<file path="config.mk">
export PLATFORM = sky130hd
export DESIGN_NAME = bpra_scan
export DESIGN_NICKNAME = d
export VERILOG_FILES = /design/src/design/bpra_pkg.sv /design/src/design/bpra_scan.sv
export SDC_FILE = /design/constraint.sdc
export NUM_CORES = 1
export LEC_CHECK = 0
export ABC_AREA = 1
export BUFFER_PORTS_ARGS = -buffer_cell sky130_fd_sc_hd__clkbuf_2
export CORE_ASPECT_RATIO = 1.1
export CORE_MARGIN = 2
export CORE_UTILIZATION = 40
export CTS_BUF_LIST = sky130_fd_sc_hd__clkbuf_2
export CTS_CLUSTER_SIZE = 12
export DETAILED_ROUTE_END_ITERATION = 7
export PLACE_DENSITY = 0.62
export SLEW_MARGIN = 20
export SYNTH_ARGS = -nofsm -noshare
export SYNTH_HDL_FRONTEND = slang
export SYNTH_SLANG_ARGS = --single-unit
</file>
<file path="constraint.sdc">
create_clock -name clk -period 8.15 [get_ports clk]
set_input_delay 0.4075 -clock clk [delete_from_list [all_inputs] [get_ports clk]]
set_output_delay 0.4075 -clock clk [all_outputs]
set_load 0.01 [all_outputs]
</file>
<file path="src/design/bpra_pkg.sv">
// Shared types, codes and bit-search helpers for the bitmap page run allocator.
// Depends on nothing; bpra_scan and the top level refer to it by scoped names.
`timescale 1ns / 1ps
`default_nettype none

package bpra_pkg;

  // Fixed field widths.
  localparam int PAGE_W   = 52;
  localparam int COUNT_W  = 13;
  localparam int SWORDS_W = 7;
  localparam int WORD_W   = 64;

  // Request codes.
  localparam logic [1:0] ACT_ALLOC = 2'd0;
  localparam logic [1:0] ACT_FREE  = 2'd1;
  localparam logic [1:0] ACT_MARK  = 2'd2;

  // Status codes.
  localparam logic [1:0] STAT_DONE     = 2'd0;
  localparam logic [1:0] STAT_NO_SPACE = 2'd1;
  localparam logic [1:0] STAT_RANGE    = 2'd2;

  // Configuration register indexes.
  localparam logic [0:0] CFG_BASE_PAGE    = 1'b0;
  localparam logic [0:0] CFG_SEARCH_WORDS = 1'b1;

  typedef struct packed {
    logic [1:0]         action;
    logic [PAGE_W-1:0]  start_page;
    logic [COUNT_W-1:0] page_count;
  } bpra_in_t;

  typedef struct packed {
    logic [1:0]        status;
    logic [PAGE_W-1:0] result_page;
  } bpra_out_t;

  // Per-word summary produced by the scan datapath.
  typedef struct packed {
    logic [WORD_W-1:0] run_end;   // bit b set: an in-word free run of the count ends at b
    logic [6:0]        low_free;  // free pages from bit 0 upward (64 when all free)
    logic [6:0]        high_free; // free pages from bit 63 downward
  } bpra_scan_t;

  typedef enum logic [3:0] {
    S_CLEAR,
    S_IDLE,
    S_REL,
    S_CHECK,
    S_AINIT,
    S_SCAN,
    S_LAST,
    S_MASK,
    S_WRITE,
    S_DONE
  } bpra_state_t;

  // Number of zero bits below the lowest one bit (64 when the word is zero).
  function automatic logic [6:0] ctz64(input logic [WORD_W-1:0] x);
    logic [6:0] r;
    r = 7'd64;
    for (int i = WORD_W - 1; i >= 0; i--) begin
      if (x[i]) r = 7'(i);
    end
    return r;
  endfunction

  // Number of zero bits above the highest one bit (64 when the word is zero).
  function automatic logic [6:0] clz64(input logic [WORD_W-1:0] x);
    logic [6:0] r;
    r = 7'd64;
    for (int i = 0; i < WORD_W; i++) begin
      if (x[i]) r = 7'(WORD_W - 1 - i);
    end
    return r;
  endfunction

endpackage

`default_nettype wire

</file>
<file path="src/design/bpra_scan.sv">
// Two-stage datapath that summarizes one bitmap word for the first-fit search.
// Depends on bpra_pkg for the summary struct and the bit-search helpers.
`timescale 1ns / 1ps
`default_nettype none

module bpra_scan (
  input  logic                     clk,
  input  logic [63:0]              rdata,
  input  logic [2:0]               sel_k,
  input  logic [5:0]               shift_d,
  input  logic                     too_long,
  output bpra_pkg::bpra_scan_t     res
);

  logic [63:0] e_nxt [7];
  logic [63:0] e_r [7];
  logic [6:0]  low_r;
  logic [6:0]  high_r;
  logic [63:0] sel;
  bpra_pkg::bpra_scan_t res_nxt;
  bpra_pkg::bpra_scan_t res_r;

  // Stage one: bit j of level k is set when 2^k free pages end at bit j.
  always_comb begin
    e_nxt[0] = ~rdata;
    for (int j = 1; j < 7; j++) begin
      e_nxt[j] = e_nxt[j-1] & (e_nxt[j-1] << (1 << (j - 1)));
    end
  end

  always_ff @(posedge clk) begin
    e_r    <= e_nxt;
    low_r  <= bpra_pkg::ctz64(rdata);
    high_r <= bpra_pkg::clz64(rdata);
  end

  // Stage two: a run of count c ends at bit b when two overlapping windows of
  // 2^k pages, k = floor(log2 c), end at b and at b - (c - 2^k).
  always_comb begin
    sel                = e_r[sel_k];
    res_nxt.run_end    = too_long ? '0 : (sel & (sel << shift_d));
    res_nxt.low_free   = low_r;
    res_nxt.high_free  = high_r;
  end

  always_ff @(posedge clk) begin
    res_r <= res_nxt;
  end

  assign res = res_r;

endmodule

`default_nettype wire

</file>
# Yosys cells after proc, flatten, opt, wreduce, memory -nomap -nowiden
# Cells that the tools add are included.
[totals]
inputBits = 75
wordCells = 176
out_inout_bits = 78
register_bits = 540
[classes]
reduce_logical = 12
magnitude_cmp = 1
mux = 129
shifts = 1
bitwise_logic = 9
[op_table]
columns = ["cell", "count"]
rows = [
  ["64-bit bitwise AND", 7],
  ["6-bit two-way mux", 62],
  ["64-bit binary-select mux with 3-bit select", 1],
  ["5-bit two-way mux", 32],
  ["64-bit two-way mux", 2],
  ["63-bit OR reduction", 2],
  ["4-bit two-way mux", 16],
  ["64-bit inverter", 1],
  ["32-bit OR reduction", 2],
  ["64-bit by 6-bit << shifter with 64-bit output", 1],
  ["16-bit OR reduction", 2],
  ["3-bit two-way mux", 8],
  ["8-bit OR reduction", 2],
  ["7-bit two-way mux", 2],
  ["2-bit two-way mux", 4],
  ["4-bit OR reduction", 2],
  ["4-bit >= comparator, second input constant", 1],
  ["3-bit inverter with 4-bit output", 1],
  ["2-bit OR reduction", 2],
  ["1-bit two-way mux", 2],
]

# Longest topological paths before layout
# Gate-level depths: netlist of the first run.
[depth]
depth_word = 63
mapped_depth = 63
ltp_nobuf = 63

# Least setup slack after synthesis of the first run
# No wires, ideal clock.
[synth_timing]
kind = "in2reg"
start = "in rdata[62]"
end = "reg low_r[0]"
setup_ns = 0.070
required_ns = 8.080
n_path_buf = 0
path_stages = 63
path_slack_ns = 4.994
t_arrival_ns = 3.086
path_cell_list = "inv_2 -> nand2_1 -> nand2_1 -> nand2_1 -> nand2_1 -> nand2_1 -> nand2_1 -> nand2_1 -> nand2_1 -> nand2_1 -> nand2_1 -> nand2_1 -> nand2_1 -> nand2_1 -> nand2_1 -> nand2_1 -> nand2_1 -> nand2_1 -> (+27 left out) -> nand2_1 -> nand2_1 -> nand2_1 -> nand2_1 -> nand2_1 -> nand2_1 -> nand2_1 -> nand2_1 -> nand2_1 -> nand2_1 -> nand2_1 -> nand2_1 -> nand2_1 -> nand2_1 -> nand2_1 -> nand2_1 -> nand2_1 -> a21oi_1"
[synth_between]
elab_chain_cells = 62
[synth_lines]
columns = ["item", "line", "text"]
rows = [
  ["start: declaration", "bpra_scan.sv:8", "input logic [63:0] rdata,"],
  ["6-bit two-way mux (31 in a row)", "bpra_pkg.sv:64", "if (x[i]) r = 7'(i);"],
  ["5-bit two-way mux (16 in a row)", "bpra_pkg.sv:64", ""],
  ["4-bit two-way mux (8 in a row)", "bpra_pkg.sv:64", ""],
  ["3-bit two-way mux (4 in a row)", "bpra_pkg.sv:64", ""],
  ["2-bit two-way mux (2 in a row)", "bpra_pkg.sv:64", ""],
  ["1-bit two-way mux", "bpra_pkg.sv:64", ""],
  ["end signal: assignment", "bpra_scan.sv:33", "low_r <= bpra_pkg::ctz64(rdata);"],
  ["end: declaration", "bpra_scan.sv:17", "logic [6:0] low_r;"],
]
# Every way passes these cells.
# A chain may end at the register's enable or synchronous reset.

# Worst setup path in the final report of the first run
[layout_timing]
start = "in rdata[1]"
end = "reg high_r[0]"
[layout_between]
elab_chain_cells = 62
[layout_lines]
columns = ["item", "line", "text"]
rows = [
  ["6-bit two-way mux (31 in a row)", "bpra_pkg.sv:74", "if (x[i]) r = 7'(WORD_W - 1 - i);"],
  ["5-bit two-way mux (16 in a row)", "bpra_pkg.sv:74", ""],
  ["4-bit two-way mux (8 in a row)", "bpra_pkg.sv:74", ""],
  ["3-bit two-way mux (4 in a row)", "bpra_pkg.sv:74", ""],
  ["2-bit two-way mux (2 in a row)", "bpra_pkg.sv:74", ""],
  ["1-bit two-way mux", "bpra_pkg.sv:74", ""],
  ["end signal: assignment", "bpra_scan.sv:34", "high_r <= bpra_pkg::clz64(rdata);"],
  ["end: declaration", "bpra_scan.sv:18", "logic [6:0] high_r;"],
]
# Every way passes these cells.

==> results of run 1 <==
[per-layer routing]
layer	vias to the layer above	wire, um
li1	8446	-
met1	8075	27000
met2	672	29700
met3	150	3900
met4	0	2930
met5	-	0
[Yosys cell counts (all sizes together), types with 2 or more instances]
master	number	area [um^2]
o2111ai	16	140
clkinv	3	11.3
nand3	44	220
o211a	3	30.0
clkbuf	101	379
buf	25	93.8
a32oi	4	35.0
a2111oi	8	70.1
a31oi	13	81.3
a22o	13	114
a221oi	2	17.5
inv	279	1050
o221ai	3	26.3
a2bb2oi	4	35.0
o22ai	21	131
o21ai	356	1780
a211oi	9	67.6
o211ai	19	143
nor4	15	93.8
nor3	54	270
nand2	515	1930
dfxtp	420	8410
o32ai	4	35.0
or2	3	18.8
mux2i	38	380
nor3b	5	37.5
a21oi	64	320
nor2	380	1430
[final cells by class]
class | count | area (um^2) | area share, %
clock buffer | 144 | 721 | 3.50
multi-input combinational | 1596 | 7440 | 36.2
tap | 574 | 718 | 3.49
inverter | 282 | 1070 | 5.19
timing repair buffer | 286 | 2060 | 10.0
clock inverter | 34 | 151 | 0.736
sequential | 420 | 8410 | 40.9
antenna | 3 | 7.51 | 0.0365
[sequential cells by signal (all words and copies together) (netlist names)]
name    cells
e_r       328
res        78
low_r       7
high_r      7
[final timing paths]
kind,slack (ns),endpoint,startpoint,cells past startpoint
worst min-delay path,0.11,e_r[425],rdata[41],3
worst min register to register,0.33,res[11],low_r[4],0
worst max register to register,5.29,res[77],e_r[346],16
worst max-delay path,2.94,high_r[0],rdata[1],68
[power groups by stage]
stage / Clock, mW / Sequential [mW] / Combinational, mW
after floorplan: 0 / 2.17 / 0.353
after global placement: 0 / 2.17 / 0.552
after detailed placement: 0 / 2.17 / 0.553
after CTS: 1.36 / 2.12 / 0.598
after global routing: 1.47 / 2.12 / 0.667
final: 1.33 / 2.12 / 0.612
[cells by family after synthesis]
family	Yosys count	share of synthesized area, %
buf+inv	408	8.85
compound gates	541	17.5
simple gates	1017	23.1
mux	38	2.19
flops	420	48.4
[worst register-to-register path: cells and delay by family, from the launching register on]
kind	cells	cell delay (ns)
flops	1	0.32
mux	1	0.24
simple gates	7	0.56
compound gates	8	1.55
[placed cells by master (no fill, tap or decap), types with 4 or more instances in the layout]
master,n
o21ai_0,52
a2111oi_0,8
nor3b_1,5
nor3_1,54
dlygate4sd3_1,115
a22o_1,13
nor4_1,15
nand3_1,44
a21oi_1,64
a32oi_1,4
o211ai_1,19
o32ai_1,4
nor2_1,377
inv_2,102
buf_4,20
inv_1,176
nand2_1,515
o21ai_1,304
a31oi_1,13
clkinv_2,4
clkinv_1,27
o2111ai_1,16
mux2i_1,38
a211oi_1,9
a2bb2oi_1,4
o22ai_1,21
clkbuf_2,295
dfxtp_1,420
==> flow_summary.json, run 1 <==
{
  "status": "completed",
  "grt_pass1_wl_mm": 96.6,
  "design_area_um2": 20600,
  "htree_levels": 3,
  "area_growth_pct": 18.4,
  "drt_iter0_markers": 1388,
  "grt_pass1_vias": 17033,
  "pin_count": 153,
  "grt.total_usage_pct": 27.9,
  "tritoncts": "yes",
  "dr.pass1.iters": 5,
  "root_buffer": "clkbuf_2",
  "row_count": 80,
  "numCtsBuffers": 102,
  "p_seq_share_pct": 52.2,
  "cts.path.max_buffers": 3,
  "power.density_nw_per_um2": 197,
  "antenna_found_initial": 2,
  "syn_area_um2": 17400,
  "power_frac_comb_pct": 15.1,
  "p_int_mw": 2.78,
  "postCtsSetupBuffers": 0,
  "startpoint_type": "primary input",
  "maxCapViolations": 0,
  "hold_viol": 0,
  "start_util_pct": 40.3,
  "synth_edf_count": 0,
  "ant_nets": 0,
  "place_area_um2": 18500,
  "period_needed_ns": 5.21,
  "dieArea_um2": 45100,
  "postCtsHoldBufs": 115,
  "avgSynthCellArea_um2": 7.17,
  "post_drt_wl_per_cell_um": 19.0,
  "syn-num-nets": 2499,
  "netSwitchingFraction_pct": 31.6,
  "finalWirelength_mm": 63.5,
  "cp.required_ns": 9.14,
  "max_stage_delay_ns": 0.59,
  "cp_top_family": "simple AND/OR/NAND/NOR gates",
  "worst_pin_slew_ns": 0.921,
  "p_leak_nw": 9.20,
  "tns_ns": 0,
  "rsz0062_at_grt": "no",
  "fill_cells": 4350,
  "via_count": 17343,
  "finalSetupViolations": 0,
  "drc": 0,
  "clk_pin_slew_ns": 0.10,
  "fin_util_pct": 47.7,
  "die_w_um": 203,
  "layout.nets": 2763,
  "holdWs_ns": 0.115,
  "max_freq_ghz": 0.192,
  "p_clk_share_pct": 32.7,
  "maxSlewViolCount": 0,
  "finalNonFillerCells": 3339,
  "slew-limit-headroom_pct": 38.6,
  "overflow": 0,
  "worstPathArrival_ns": 6.20,
  "ys_types": 34,
  "crit_buf_inv": 6,
  "die_h_um": 223,
  "p_sw_mw": 1.28,
  "skew_ns": 0.0986,
  "dp_slack_ns": 3.61,
  "ys_seq_elements": 420,
  "use_met3_pct": 4.27,
  "top_usage_layer": "met2",
  "hold_class": "in -> reg",
  "cpMaxStageDelayCell": "dlygate4sd3_1",
  "ir_drop_mv": 0.110,
  "post-route-worst-setup-slack_ns": 2.94,
  "synth_flop_cell": "dfxtp_1",
  "grt_use_met2_pct": 46.2,
  "synth_cells": 2424,
  "period_share_pct": 63.9,
  "grt_max_degree": 69,
  "crit_path_frequent_cell": "nand2_1",
  "cp_max_fo": 3,
  "place.gp.congestion": 0.916,
  "async_flop_share_pct": 0,
  "critical_path_class": "in -> reg",
  "dpl.cell_count": 3043,
  "vias_per_cell": 5.19,
  "cts_resized": 0,
  "power.total_mw": 4.06,
  "io_buffers": 152,
  "cts.sinks": 420,
  "end_kind": "register",
  "place_hpwl_mm": 45.7,
  "core_um2": 43100,
  "ys_seq_area_share_pct": 48.4,
  "yosysWarningCount": 0,
  "grtUsageMet1_pct": 35.2,
  "layout-drive-gt1-share_pct": 15.6,
  "clk_latency_ns": 1.09
}
Note: power is estimated with default switching activity, not from simulation.
==> inputs of run 2 (changes only) <==
--- a/config.mk
+++ b/config.mk
@@ -5,7 +5,7 @@
 export SDC_FILE = /design/constraint.sdc
 export NUM_CORES = 1
 export LEC_CHECK = 0
-export ABC_AREA = 1
+export ABC_AREA = 0
 export BUFFER_PORTS_ARGS = -buffer_cell sky130_fd_sc_hd__clkbuf_2
 export CORE_ASPECT_RATIO = 1.1
 export CORE_MARGIN = 2
==> constraint.sdc (replaced) <==
create_clock -name clk -period 4.8 [get_ports clk]
set_input_delay 0.24 -clock clk [delete_from_list [all_inputs] [get_ports clk]]
set_output_delay 0.24 -clock clk [all_outputs]
set_load 0.01 [all_outputs]
==> flow_summary.json, run 2 <==
{
  "drt_iter0_markers": 1946,
  "maxSlewViolCount": 0,
  "postCtsSetupBuffers": 0,
  "power_frac_comb_pct": 16.0,
  "netSwitchingFraction_pct": 31.1,
  "largest_register_ffs": 328,
  "cp_max_fo": 44,
  "p_sw_mw": 2.20,
  "cts.path.max_buffers": 3,
  "power.total_mw": 7.07,
  "hold_viol": 0,
  "place_area_um2": 20400,
  "place.gp.congestion": 1.03,
  "tns_ns": 0,
  "clk_pin_slew_ns": 0.12,
  "numCtsBuffers": 102,
  "final_cell_mix": "dfxtp_1 (420), clkbuf_2 (293), nor2_1 (199)",
  "post-route-worst-setup-slack_ns": 0.342,
  "grt_max_degree": 93,
  "period_needed_ns": 4.46,
  "ys_types": 83,
  "place_hpwl_mm": 55.7,
  "via_count": 18034,
  "final_common_cell": "dfxtp_1",
  "p_seq_share_pct": 50.9,
  "p_leak_nw": 10.1,
  "ys_seq_elements": 420,
  "synth_edf_count": 0,
  "skew_ns": 0.145,
  "htree_levels": 3,
  "synthMostInstantiatedCell": "dfxtp_1",
  "largest_register": "e_r",
  "overflow": 0,
  "period_share_pct": 92.9,
  "dieArea_um2": 49700,
  "die_h_um": 234,
  "end_kind": "register",
  "holdWs_ns": 0.136,
  "avgSynthCellArea_um2": 9.39,
  "dpl.cell_count": 2745,
  "syn-num-nets": 2117,
  "tritoncts": "yes",
  "ys_seq_area_share_pct": 43.8,
  "maxCapViolations": 0,
  "ant_nets": 0,
  "power.density_nw_per_um2": 304,
  "syn_area_um2": 19200,
  "core_um2": 47600,
  "grt_pass1_wl_mm": 113,
  "row_count": 84,
  "layout.nets": 2471,
  "drc": 0,
  "area_growth_pct": 21.3,
  "grt_pass1_vias": 17900,
  "yosys.area.top_type_share_pct": 43.8,
  "cp.required_ns": 5.86,
  "status": "completed",
  "synth_cells": 2042,
  "synth_top_cells_by_count": "dfxtp_1 (420), nor2_1 (199), nand2_1 (163)",
  "layout-drive-gt1-share_pct": 20.8,
  "rsz0062_at_grt": "no",
  "worstPathArrival_ns": 5.51,
  "root_buffer": "clkbuf_2",
  "cts.sinks": 420,
  "vias_per_cell": 5.79,
  "post_drt_wl_per_cell_um": 24.7,
  "dp_slack_ns": 0.370,
  "yosysWarningCount": 0,
  "hold_class": "in -> reg",
  "yosysTopAreaCell": "dfxtp_1",
  "start_util_pct": 40.3,
  "antenna_found_initial": 4,
  "dr.pass1.iters": 7,
  "async_flop_share_pct": 0,
  "synth_flop_cell": "dfxtp_1",
  "p_int_mw": 4.87,
  "critical_path_class": "in -> reg",
  "slew-limit-headroom_pct": 27.4,
  "fin_util_pct": 48.8,
  "startpoint_type": "primary input",
  "pin_count": 153,
  "io_buffers": 152,
  "die_w_um": 213,
  "p_clk_share_pct": 33.1,
  "clk_latency_ns": 1.15,
  "grt.total_usage_pct": 30.8,
  "worst_pin_slew_ns": 1.09,
  "finalSetupViolations": 0,
  "finalWirelength_mm": 76.9,
  "ir_drop_mv": 0.173,
  "design_area_um2": 23300,
  "max_freq_ghz": 0.224,
  "finalNonFillerCells": 3115,
  "yosys-top-cells-area": "dfxtp_1 (44%), mux2i_1 (7.9%), mux4_2 (6.2%), mux2_2 (4.9%), nor2_1 (3.9%)"
}
==> run 2: cell count changes after synthesis, sizes merged, moves of 37 or more <==
| cell | previous run | this run |
|---|---|---|
| nand2b | 0 | 39 |
| mux2 | 0 | 94 |
| o21ai | 356 | 85 |
| nor4 | 15 | 52 |
| inv | 279 | 157 |
| nor2 | 380 | 199 |
| mux4 | 0 | 53 |
| mux2i | 38 | 152 |
| nand2 | 515 | 163 |
==> run 2: worst paths after layout <==
path              startpoint  cells after the start  slack (ns)       end
setup / recovery    sel_k[0]                     13        0.34   res[32]
setup reg to reg    e_r[400]                     10        0.90   res[32]
hold reg to reg    high_r[0]                      0        0.33    res[0]
hold / removal     rdata[61]                      3        0.14  e_r[319]
==> run 2: logic make-up (layout without fill, tap and decap cells) <==
logic type	count (synthesis)	in the layout	share of synthesized area, %
simple gates	604	604	14.7
flops	420	420	43.8
compound gates	419	419	15.1
buf+inv	300	725	6.66
mux	299	299	19.7
other cells	0	3	0
==> run 2: critical path: stages <==
cell and delay (ns):
dlygate4sd3_1 0.53, buf_4 0.41, buf_4 0.56, or3_1 0.49
o22ai_1 0.20, a221oi_1 0.45, mux2i_1 0.22, mux2i_1 0.57
mux2i_1 0.39, mux2i_1 0.23, dlygate4sd3_1 0.57, nor2_1 0.04
dlygate4sd3_1 0.55
==> run 2: final cells by class <==
cell class | count | area [um^2]
clock buffer | 144 | 721
clock inverter | 31 | 168
fill | 4511 | 24400
timing repair buffer | 391 | 3050
tap | 645 | 807
sequential | 420 | 8410
inverter | 159 | 597
antenna | 3 | 7.51
multi-input combinational | 1322 | 9500
==> run 2: what timing repair did <==
action / 4_1_cts / 5_1_grt
gates resized for setup: 0 / 0
endpoints found under the setup margin: 0 / 0
hold endpoints to repair: 397 / 0
hold buffers: 192 / 0
==> run 2: power groups by stage <==
| stage | combinational (mW) | clock [mW] | sequential, mW |
|---|---|---|---|
| floorplan | 0.622 | 0 | 3.67 |
| global placement | 0.961 | 0 | 3.68 |
| detailed placement | 0.958 | 0 | 3.68 |
| CTS | 1.09 | 2.38 | 3.60 |
| global route | 1.18 | 2.57 | 3.61 |
| finish | 1.13 | 2.34 | 3.60 |
==> run 2: routing by layer <==
| metal | wire length (um) | global-route usage (%) | up-vias |
|---|---|---|---|
| met3 | 6330 | 5.49 | 220 |
| met2 | 34600 | 48.5 | 1054 |
| met4 | 4200 | 17.0 | 2 |
| li1 | - | - | 8121 |
| met1 | 31700 | 39.9 | 8637 |
| met5 | 14 | 0 | - |
